--- config.mk ---
export PLATFORM = sky130hd
export DESIGN_NAME = control_mode_supervisor_unit
export DESIGN_NICKNAME = d
export VERILOG_FILES = /design/src/rtl/core/cms_pkg.sv /design/src/rtl/core/cms_mode_logic.sv /design/src/rtl/core/control_mode_supervisor_unit.sv
export SDC_FILE = /design/constraint.sdc
export NUM_CORES = 1
export LEC_CHECK = 0
export BUFFER_PORTS_ARGS = -buffer_cell sky130_fd_sc_hd__buf_2
export CORE_MARGIN = 8
export CORE_UTILIZATION = 49
export DETAILED_ROUTE_END_ITERATION = 12
export MAX_ROUTING_LAYER = met4
export PLACE_DENSITY = 0.71
export SLEW_MARGIN = 20
export SYNTH_ARGS = -nofsm -noshare
export SYNTH_HDL_FRONTEND = slang
export SYNTH_SLANG_ARGS = --single-unit
--- constraint.sdc ---
create_clock -name clk -period 1.94 [get_ports clk]
set_clock_uncertainty 0.05 [all_clocks]
set_input_delay 0.194 -clock clk [delete_from_list [all_inputs] [get_ports clk]]
set_output_delay 0.194 -clock clk [all_outputs]
set_load 0.005 [all_outputs]
--- src/rtl/core/cms_pkg.sv ---
// Shared types and constants for the control mode supervisor.
`timescale 1ns / 1ps
package cms_pkg;

  // Operating modes, same encoding as the request field
  typedef enum logic [2:0] {
    MODE_DISABLED = 3'd0,
    MODE_IDLE     = 3'd1,
    MODE_SWING_UP = 3'd2,
    MODE_CAPTURE  = 3'd3,
    MODE_BALANCE  = 3'd4,
    MODE_FAULT    = 3'd5
  } mode_t;

  // Command codes
  localparam logic [1:0] CMD_MODE_REQ  = 2'd0;
  localparam logic [1:0] CMD_CLEAR_REQ = 2'd1;
  localparam logic [1:0] CMD_TICK      = 2'd2;

  // Configuration register indexes
  localparam logic CFG_SWING_UP_EN = 1'b0;
  localparam logic CFG_CAPTURE_EN  = 1'b1;

  // Supervisor state
  typedef struct packed {
    mode_t mode;
    mode_t pending;
    logic  clear_pend;
  } sup_state_t;

  // One result item
  typedef struct packed {
    logic  accepted;
    mode_t mode;
    logic  mode_active;
    logic  admission_ready;
  } sup_result_t;

  function automatic logic is_active(input mode_t m);
    return (m == MODE_SWING_UP) || (m == MODE_CAPTURE) || (m == MODE_BALANCE);
  endfunction

endpackage

--- src/rtl/core/cms_mode_logic.sv ---
// Next-state and result logic for one supervisor item.
`timescale 1ns / 1ps
module cms_mode_logic import cms_pkg::*; (
  input  sup_state_t  state_cur,
  input  logic [1:0]  cmd,
  input  logic [2:0]  mode_request,
  input  logic        safety_trip,
  input  logic        ctrl_permit,
  input  logic        swing_up_en,
  input  logic        capture_en,
  output sup_state_t  state_nxt,
  output sup_result_t result
);

  logic  permitted;
  logic  accepted;
  mode_t req;

  // Enable check on the pending mode
  always_comb begin
    req = state_cur.pending;
    case (req)
      MODE_SWING_UP: permitted = swing_up_en;
      MODE_CAPTURE:  permitted = capture_en;
      default:       permitted = 1'b1;
    endcase
  end

  // Command decode and tick priority rules
  always_comb begin
    state_nxt = state_cur;
    accepted  = 1'b1;
    case (cmd)
      CMD_MODE_REQ: begin
        if (mode_request inside {[MODE_DISABLED : MODE_FAULT]}) begin
          state_nxt.pending = mode_t'(mode_request);
        end else begin
          accepted = 1'b0;
        end
      end
      CMD_CLEAR_REQ: begin
        state_nxt.clear_pend = 1'b1;
      end
      CMD_TICK: begin
        state_nxt.clear_pend = 1'b0;
        if (state_cur.mode == MODE_FAULT) begin
          if (state_cur.clear_pend && !safety_trip) begin
            state_nxt.mode    = MODE_DISABLED;
            state_nxt.pending = MODE_DISABLED;
          end
        end else if (safety_trip && state_cur.mode != MODE_DISABLED) begin
          state_nxt.mode    = MODE_FAULT;
          state_nxt.pending = MODE_FAULT;
        end else if (req == MODE_FAULT || req == MODE_DISABLED) begin
          state_nxt.mode = req;
        end else if (req == MODE_IDLE) begin
          if (!safety_trip) begin
            state_nxt.mode = MODE_IDLE;
          end
        end else if (permitted) begin
          if (ctrl_permit) begin
            state_nxt.mode = req;
          end else if (is_active(state_cur.mode)) begin
            state_nxt.mode    = MODE_IDLE;
            state_nxt.pending = MODE_IDLE;
          end
        end
      end
      default: begin
        // unused command code: no change
      end
    endcase
  end

  // Result fields follow the mode after this item
  always_comb begin
    result.accepted        = accepted;
    result.mode            = state_nxt.mode;
    result.mode_active     = is_active(state_nxt.mode);
    result.admission_ready = is_active(state_nxt.mode) || (state_nxt.mode == MODE_IDLE);
  end

endmodule

--- src/rtl/core/control_mode_supervisor_unit.sv ---
// Control mode supervisor: top level with input and result registers.
// Each item goes through the input register and then the result register.
// Throughput: one item per cycle while out_stall does not back up the result;
// the mode decision is a single pass of short logic between the two registers.
// Reset (rst_n, synchronous, active low): mode and pending mode disabled,
// clear flag and enables cleared, both pipeline stages empty.
`timescale 1ns / 1ps
module control_mode_supervisor_unit import cms_pkg::*; (
  input  logic       clk,
  input  logic       rst_n,
  // input channel
  input  logic       in_valid,
  output logic       in_stall,
  input  logic [1:0] in_cmd,
  input  logic [2:0] in_mode_request,
  input  logic       in_safety_trip,
  input  logic       in_ctrl_permit,
  // result channel
  output logic       out_valid,
  input  logic       out_stall,
  output logic       out_accepted,
  output logic [2:0] out_current_mode,
  output logic       out_mode_active,
  output logic       out_admission_ready,
  // configuration
  input  logic       cfg_we,
  input  logic       cfg_index,
  input  logic       cfg_wdata
);

  logic        swing_up_en_r;
  logic        capture_en_r;
  sup_state_t  state_r;
  sup_state_t  state_nxt;
  sup_result_t result_nxt;
  sup_result_t result_r;

  logic        s1_valid_r;
  logic [1:0]  s1_cmd_r;
  logic [2:0]  s1_mode_request_r;
  logic        s1_safety_trip_r;
  logic        s1_ctrl_permit_r;
  logic        out_valid_r;

  logic        s1_adv;
  logic        in_xfer;

  // Pipeline flow control
  assign s1_adv   = s1_valid_r && (!out_valid_r || !out_stall);
  assign in_stall = s1_valid_r && !s1_adv;
  assign in_xfer  = in_valid && !in_stall;

  // Configuration registers
  always_ff @(posedge clk) begin
    if (!rst_n) begin
      swing_up_en_r <= 1'b0;
      capture_en_r  <= 1'b0;
    end else if (cfg_we) begin
      case (cfg_index)
        CFG_SWING_UP_EN: swing_up_en_r <= cfg_wdata;
        CFG_CAPTURE_EN:  capture_en_r  <= cfg_wdata;
        default: ;
      endcase
    end
  end

  // Input register
  always_ff @(posedge clk) begin
    if (!rst_n) begin
      s1_valid_r <= 1'b0;
    end else if (in_xfer) begin
      s1_valid_r <= 1'b1;
    end else if (s1_adv) begin
      s1_valid_r <= 1'b0;
    end
  end

  always_ff @(posedge clk) begin
    if (in_xfer) begin
      s1_cmd_r          <= in_cmd;
      s1_mode_request_r <= in_mode_request;
      s1_safety_trip_r  <= in_safety_trip;
      s1_ctrl_permit_r  <= in_ctrl_permit;
    end
  end

  // Mode decision
  cms_mode_logic u_mode_logic (
    .state_cur    (state_r),
    .cmd          (s1_cmd_r),
    .mode_request (s1_mode_request_r),
    .safety_trip  (s1_safety_trip_r),
    .ctrl_permit  (s1_ctrl_permit_r),
    .swing_up_en  (swing_up_en_r),
    .capture_en   (capture_en_r),
    .state_nxt    (state_nxt),
    .result       (result_nxt)
  );

  // Supervisor state commits when the item moves to the result register
  always_ff @(posedge clk) begin
    if (!rst_n) begin
      state_r.mode       <= MODE_DISABLED;
      state_r.pending    <= MODE_DISABLED;
      state_r.clear_pend <= 1'b0;
    end else if (s1_adv) begin
      state_r <= state_nxt;
    end
  end

  // Result register
  always_ff @(posedge clk) begin
    if (!rst_n) begin
      out_valid_r <= 1'b0;
    end else if (s1_adv) begin
      out_valid_r <= 1'b1;
    end else if (!out_stall) begin
      out_valid_r <= 1'b0;
    end
  end

  always_ff @(posedge clk) begin
    if (s1_adv) begin
      result_r <= result_nxt;
    end
  end

  assign out_valid           = out_valid_r;
  assign out_accepted        = result_r.accepted;
  assign out_current_mode    = result_r.mode;
  assign out_mode_active     = result_r.mode_active;
  assign out_admission_ready = result_r.admission_ready;

  // Fault is only ever left toward disabled
  a_fault_exit: assert property (@(posedge clk) disable iff (!rst_n)
    ($past(state_r.mode) == MODE_FAULT) && (state_r.mode != MODE_FAULT)
      |-> state_r.mode == MODE_DISABLED)
    else $error("fault left to a mode other than disabled");

  // Only a tick changes the mode
  a_mode_on_tick: assert property (@(posedge clk) disable iff (!rst_n)
    s1_adv && (s1_cmd_r != CMD_TICK) |=> $stable(state_r.mode))
    else $error("mode changed on a non-tick item");

  // Every tick clears the pending fault clear
  a_tick_clears: assert property (@(posedge clk) disable iff (!rst_n)
    s1_adv && (s1_cmd_r == CMD_TICK) |=> !state_r.clear_pend)
    else $error("clear request survived a tick");

  // An active mode is always ready for admission
  a_active_ready: assert property (@(posedge clk) disable iff (!rst_n)
    out_valid_r && out_mode_active |-> out_admission_ready)
    else $error("active mode reported not ready");

endmodule
Yosys cells after proc, flatten, opt, wreduce, memory -nomap -nowiden --
Cells that the tools add are included.
Word-level totals: bits in registers 24, input port bits 14, output and inout port bits 8, word-level logic and storage cells 90
Cells by class: magnitude comparators 2, equality and inequality tests 22, muxes and demuxes 22, bitwise operators 1, reductions and logical operators 28
Operators with widths (count):
- two-way mux 6 bit | 5
- two-way mux 3 bit | 9
- equality test 3 x 2 -> 1 bit (second input constant) | 6
- equality test 3 bit (second input constant) | 4
- != test 4 x 2 -> 1 bit (second input constant) | 3
- AND reduction 9 bit | 1
- != test 4 x 1 -> 1 bit (second input constant) | 2
- logical OR 1 bit | 7
- equality test 3 x 1 -> 1 bit (second input constant) | 2
- logical AND 1 bit | 6
- one-hot mux 3 bit (2 select lines) | 1
- AND reduction 2 bit | 3
- nonzero test 2 bit | 3
- zero test 1 bit | 5
- two-way mux 1 bit | 5
- != test 2 x 1 -> 1 bit (second input constant) | 2
- one-hot mux 1 bit (2 select lines) | 2
- greater-or-equal comparator 3 x 1 -> 1 bit (second input constant) | 1
- <= comparator 3 bit (second input constant) | 1
- zero test 3 bit | 1
- != test 3 bit (second input constant) | 1
- nonzero test 3 bit | 1
- equality test 2 x 1 -> 1 bit (second input constant) | 1
- equality test 2 bit (second input constant) | 1
- other kinds (2) | 2

Logic depth before layout (Yosys ltp) --
depth in word-level cells 15, depth in mapped cells 8, depth with buffers taken out 8

Cells and area by module --
A second synthesis with hierarchy kept.
Unflattened totals: cell total of the unflattened synthesis 151, area total of the unflattened synthesis 1476.4 µm²
By module, submodules not included:
- control_mode_supervisor_unit | times used 1, cells an instance 61, area each 830.8 µm², sequential area each 610.6 µm²
- cms_mode_logic | times used 1, cells an instance 90, area each 645.6 µm², sequential area each 0.0 µm²

Worst setup path before layout --
OpenSTA, ideal clock, no wires.
kind flip-flop to flip-flop, start point reg s1_cmd_r[1], end point reg result_r (netlist bit out_admission_ready), data pin, arrival 1551 ps, data required time 1626 ps, setup slack 75 ps, cell stages (with the launch flop) 8, buffers on the path 0, period minus slack after synthesis 1865 ps, cells stage by stage edfxtp_1 ha_1 inv_1 a41o_1 a21oi_1 a221oi_2 nand2_1 xor2_1
RTL lines:
- start: declaration | RTL line control_mode_supervisor_unit.sv:39 | logic [1:0] s1_cmd_r;
- start signal: assignment | RTL line control_mode_supervisor_unit.sv:80 | s1_cmd_r <= in_cmd;
- end signal: assignment | RTL line control_mode_supervisor_unit.sv:124 | result_r <= result_nxt;
- end: declaration | RTL line control_mode_supervisor_unit.sv:36 | sup_result_t result_r;

==> summary.txt <==
status = completed
RePlAce Congestion = 0.9241
async set or reset register ratio after synthesis = 0%
critical path startpoint = s1_ctrl_permit_r$_DFFE_PP_
Die Width = 67.26 µm
DR WL/cell = 15.67 µm
total negative slack = 0 ns
DRT Pass-1 Iters = 4
grt ovf = 0
DP HPWL = 2336 µm
Yosys warning total = 0
Post-Synthesis Cell Area = 1287 µm²
CTS max path bufs = 2
#FFs+latches synth = 24
vias per inst = 5.510
Total Power = 1.016 mW
Setup crit start kind = register
part of the cycle the worst path needs = 94.40%
first-pass GRT wire length = 5271 µm
Leak = 0.6779 nW
Final ANT Viol Nets = 0
total wire length = 3072 µm
syn nets = 144
CP delay by family, top = compound AO/OA/AOI/OAI gates
clock root cell = clkbuf_4
largest net degree at the start of global routing = 14
DR iter-0 viols = 79
TritonCTS clock tree = yes
sequential-to-total area share from yosys stat = 47.42%
Syn-to-layout area delta = 23.91%
Top Ports = 22
Reg-to-Reg Start = s1_ctrl_permit_r$_DFFE_PP_
GR Util All Layers = 15.45%
fin cells = 196
PwrDens = 636.9 nW/µm²
final slew viol count = 0
clock latency on the worst-skew pair = 0.31 ns
Cells after Synth = 128
height of the die = 67.26 µm
row count = 18
crit path to = out_admission_ready$_DFFE_PP_
EDFF count, synth = 13
Reg2Reg Depth = 5
worst slack, placed = 0.02041 ns
Antenna Cells = 0
CTS sink count = 24
Min-Delay Path Class = in -> reg
Slowest cell on crit path = edfxtp_1
Synth cell types = 44
Initial Util = 51.97%
critical path buffer and inverter count = 0
MaxCap Viol Count = 0
Arr. time, crit path = 1.86 ns
clk slew on worst S/H paths = 0.13 ns
layout cells sized above 1 = 32.53%
initial antenna violation count = 0
residual DRC count = 0
slew at the pin closest to its max-slew limit = 0.5544 ns
Max FO, Critical Path = 6
via count = 1,080
crit path cell chain = a211oi_1, o21ai_1, a221oi_2, nand2_1, xor2_1
FMAX = 546.0 MHz
CP required = 1.97 ns
HP Start = in_valid
vias in the first global route = 1,155
predominant post-synthesis flop cell = edfxtp_1
die footprint = 4524 µm²
crit path time final = 1.831 ns
Worst R2R Setup Slack = 0.11 ns
Final Hold Vio Count = 0
nets = 183
CTS buffer count = 3
final core occ = 64.39%
syn avg cell area = 10.06 µm²
setup ws final = 0.1086 ns
H-tree depth = 1
Relative slew margins = 62.97%
WP depth = 5
core region area = 2477 µm²
RR Endpoint = out_admission_ready$_DFFE_PP_
worst vdd ir = 549.8 µV
critical path's largest stage delay = 0.52 ns
DP Cell Count = 185
CP endpoint kind = register
WS Path Type = reg -> reg
Port Buffer Count = 21
Setup Viol. Count Final = 0
[synthesized netlist by cell type, drive strengths merged, types with 3 or more instances]
cell	n	area [µm²]
nor2	9	33.78
edfxtp	13	390.4
mux2i	3	33.78
nand3	5	25.02
a21oi	10	53.80
nor2b	3	21.27
o21ai	9	45.04
a211oi	4	30.03
inv	13	48.79
dfxtp	11	220.2
buf	4	26.27
nand2	10	37.54
[how the worst min path moves through the flow]
stage                                     end  slack, ns  cells past startpoint
4_1_cts            s1_ctrl_permit_r$_DFFE_PP_      0.001                      1
3_3_place_gp   s1_mode_request_r[0]$_DFFE_PP_       0.32                      1
5_1_grt               s1_valid_r$_SDFFE_PN0P_       0.06                      3
2_1_floorplan           s1_cmd_r[0]$_DFFE_PP_       0.24                      0
6_report              s1_valid_r$_SDFFE_PN0P_       0.05                      3
3_5_place_dp   s1_mode_request_r[2]$_DFFE_PP_       0.32                      1
[sequential cells by signal, summed over array words and instances, names as in the netlist]
name                 cells
out_mode_active          1
s1_safety_trip_r         1
swing_up_en_r            1
capture_en_r             1
out_admission_ready      1
state_r                  7
out_current_mode         3
out_valid                1
s1_mode_request_r        3
s1_ctrl_permit_r         1
s1_cmd_r                 2
s1_valid_r               1
out_accepted             1
[tightest hold or removal path, stage by stage]
cell and delay (ns):
buf_2 0.08, nor2_1 0.04, nor2_1 0.07
[stage by stage]
step	area (µm²)	hold WS, ns
2_1_floorplan	1287	0.2429
3_3_place_gp	1479	0.3209
3_5_place_dp	1479	0.3228
4_1_cts	1565	0.001116
5_1_grt	1595	0.06224
6_report	1595	0.05187
[report_power, final]
part           switching [mW]  internal [mW]
Combinational          0.0963         0.0970
Clock                   0.144         0.0804
Sequential             0.0287          0.570
Total                   0.269          0.747
[final cells by class]
type	count	area [µm²]
Clock buffer	4	26.28
Multi-Input combinational cell	87	615.6
Timing Repair Buffer	38	250.2
Inverter	13	48.80
Sequential cell	24	616.8
Fill cell	218	882.1
Tap cell	30	37.54
[logic make-up (layout without fill, tap and decap cells)]
family	after synthesis	after routing	synth area share [%]
AO/OA/AOI/OAI	43	43	25.75
XOR/XNOR	2	2	1.361
adder cells (fa/ha/maj)	2	2	1.943
buffers and inverters	17	55	5.830
flip-flops	24	24	47.42
multiplexers	3	3	2.624
AND/OR/NAND/NOR	37	37	15.06
[per-layer routing]
metal	wire length, µm	global-route usage, %
met5	0	-
met4	38	4.961
met2	1584	26.05
met1	1355	18.26
met3	94	2.649
[repair_timing]
| item | 4_1_cts | 5_1_grt |
|---|---|---|
| hold buffers | 6 | 1 |
| resized for setup | 0 | 8 |
| endpoints found under the hold margin | 6 | 1 |
| buffers inserted | 0 | 0 |
| endpoints found under the setup margin | 0 | 4 |
[layout by cell type, fill, tap and decap left out, drive strengths merged, types with 3 or more instances in the layout]
master	synthesis	final
dlygate4sd3	0	7
dfxtp	11	11
a21oi	10	10
clkbuf	0	4
nand3	5	5
a211oi	4	4
buf	4	31
edfxtp	13	13
nand2	10	10
nor2b	3	3
nor2	9	9
o21ai	9	9
inv	13	13
mux2i	3	3
No activity file was read; power rests on OpenSTA's default activity.
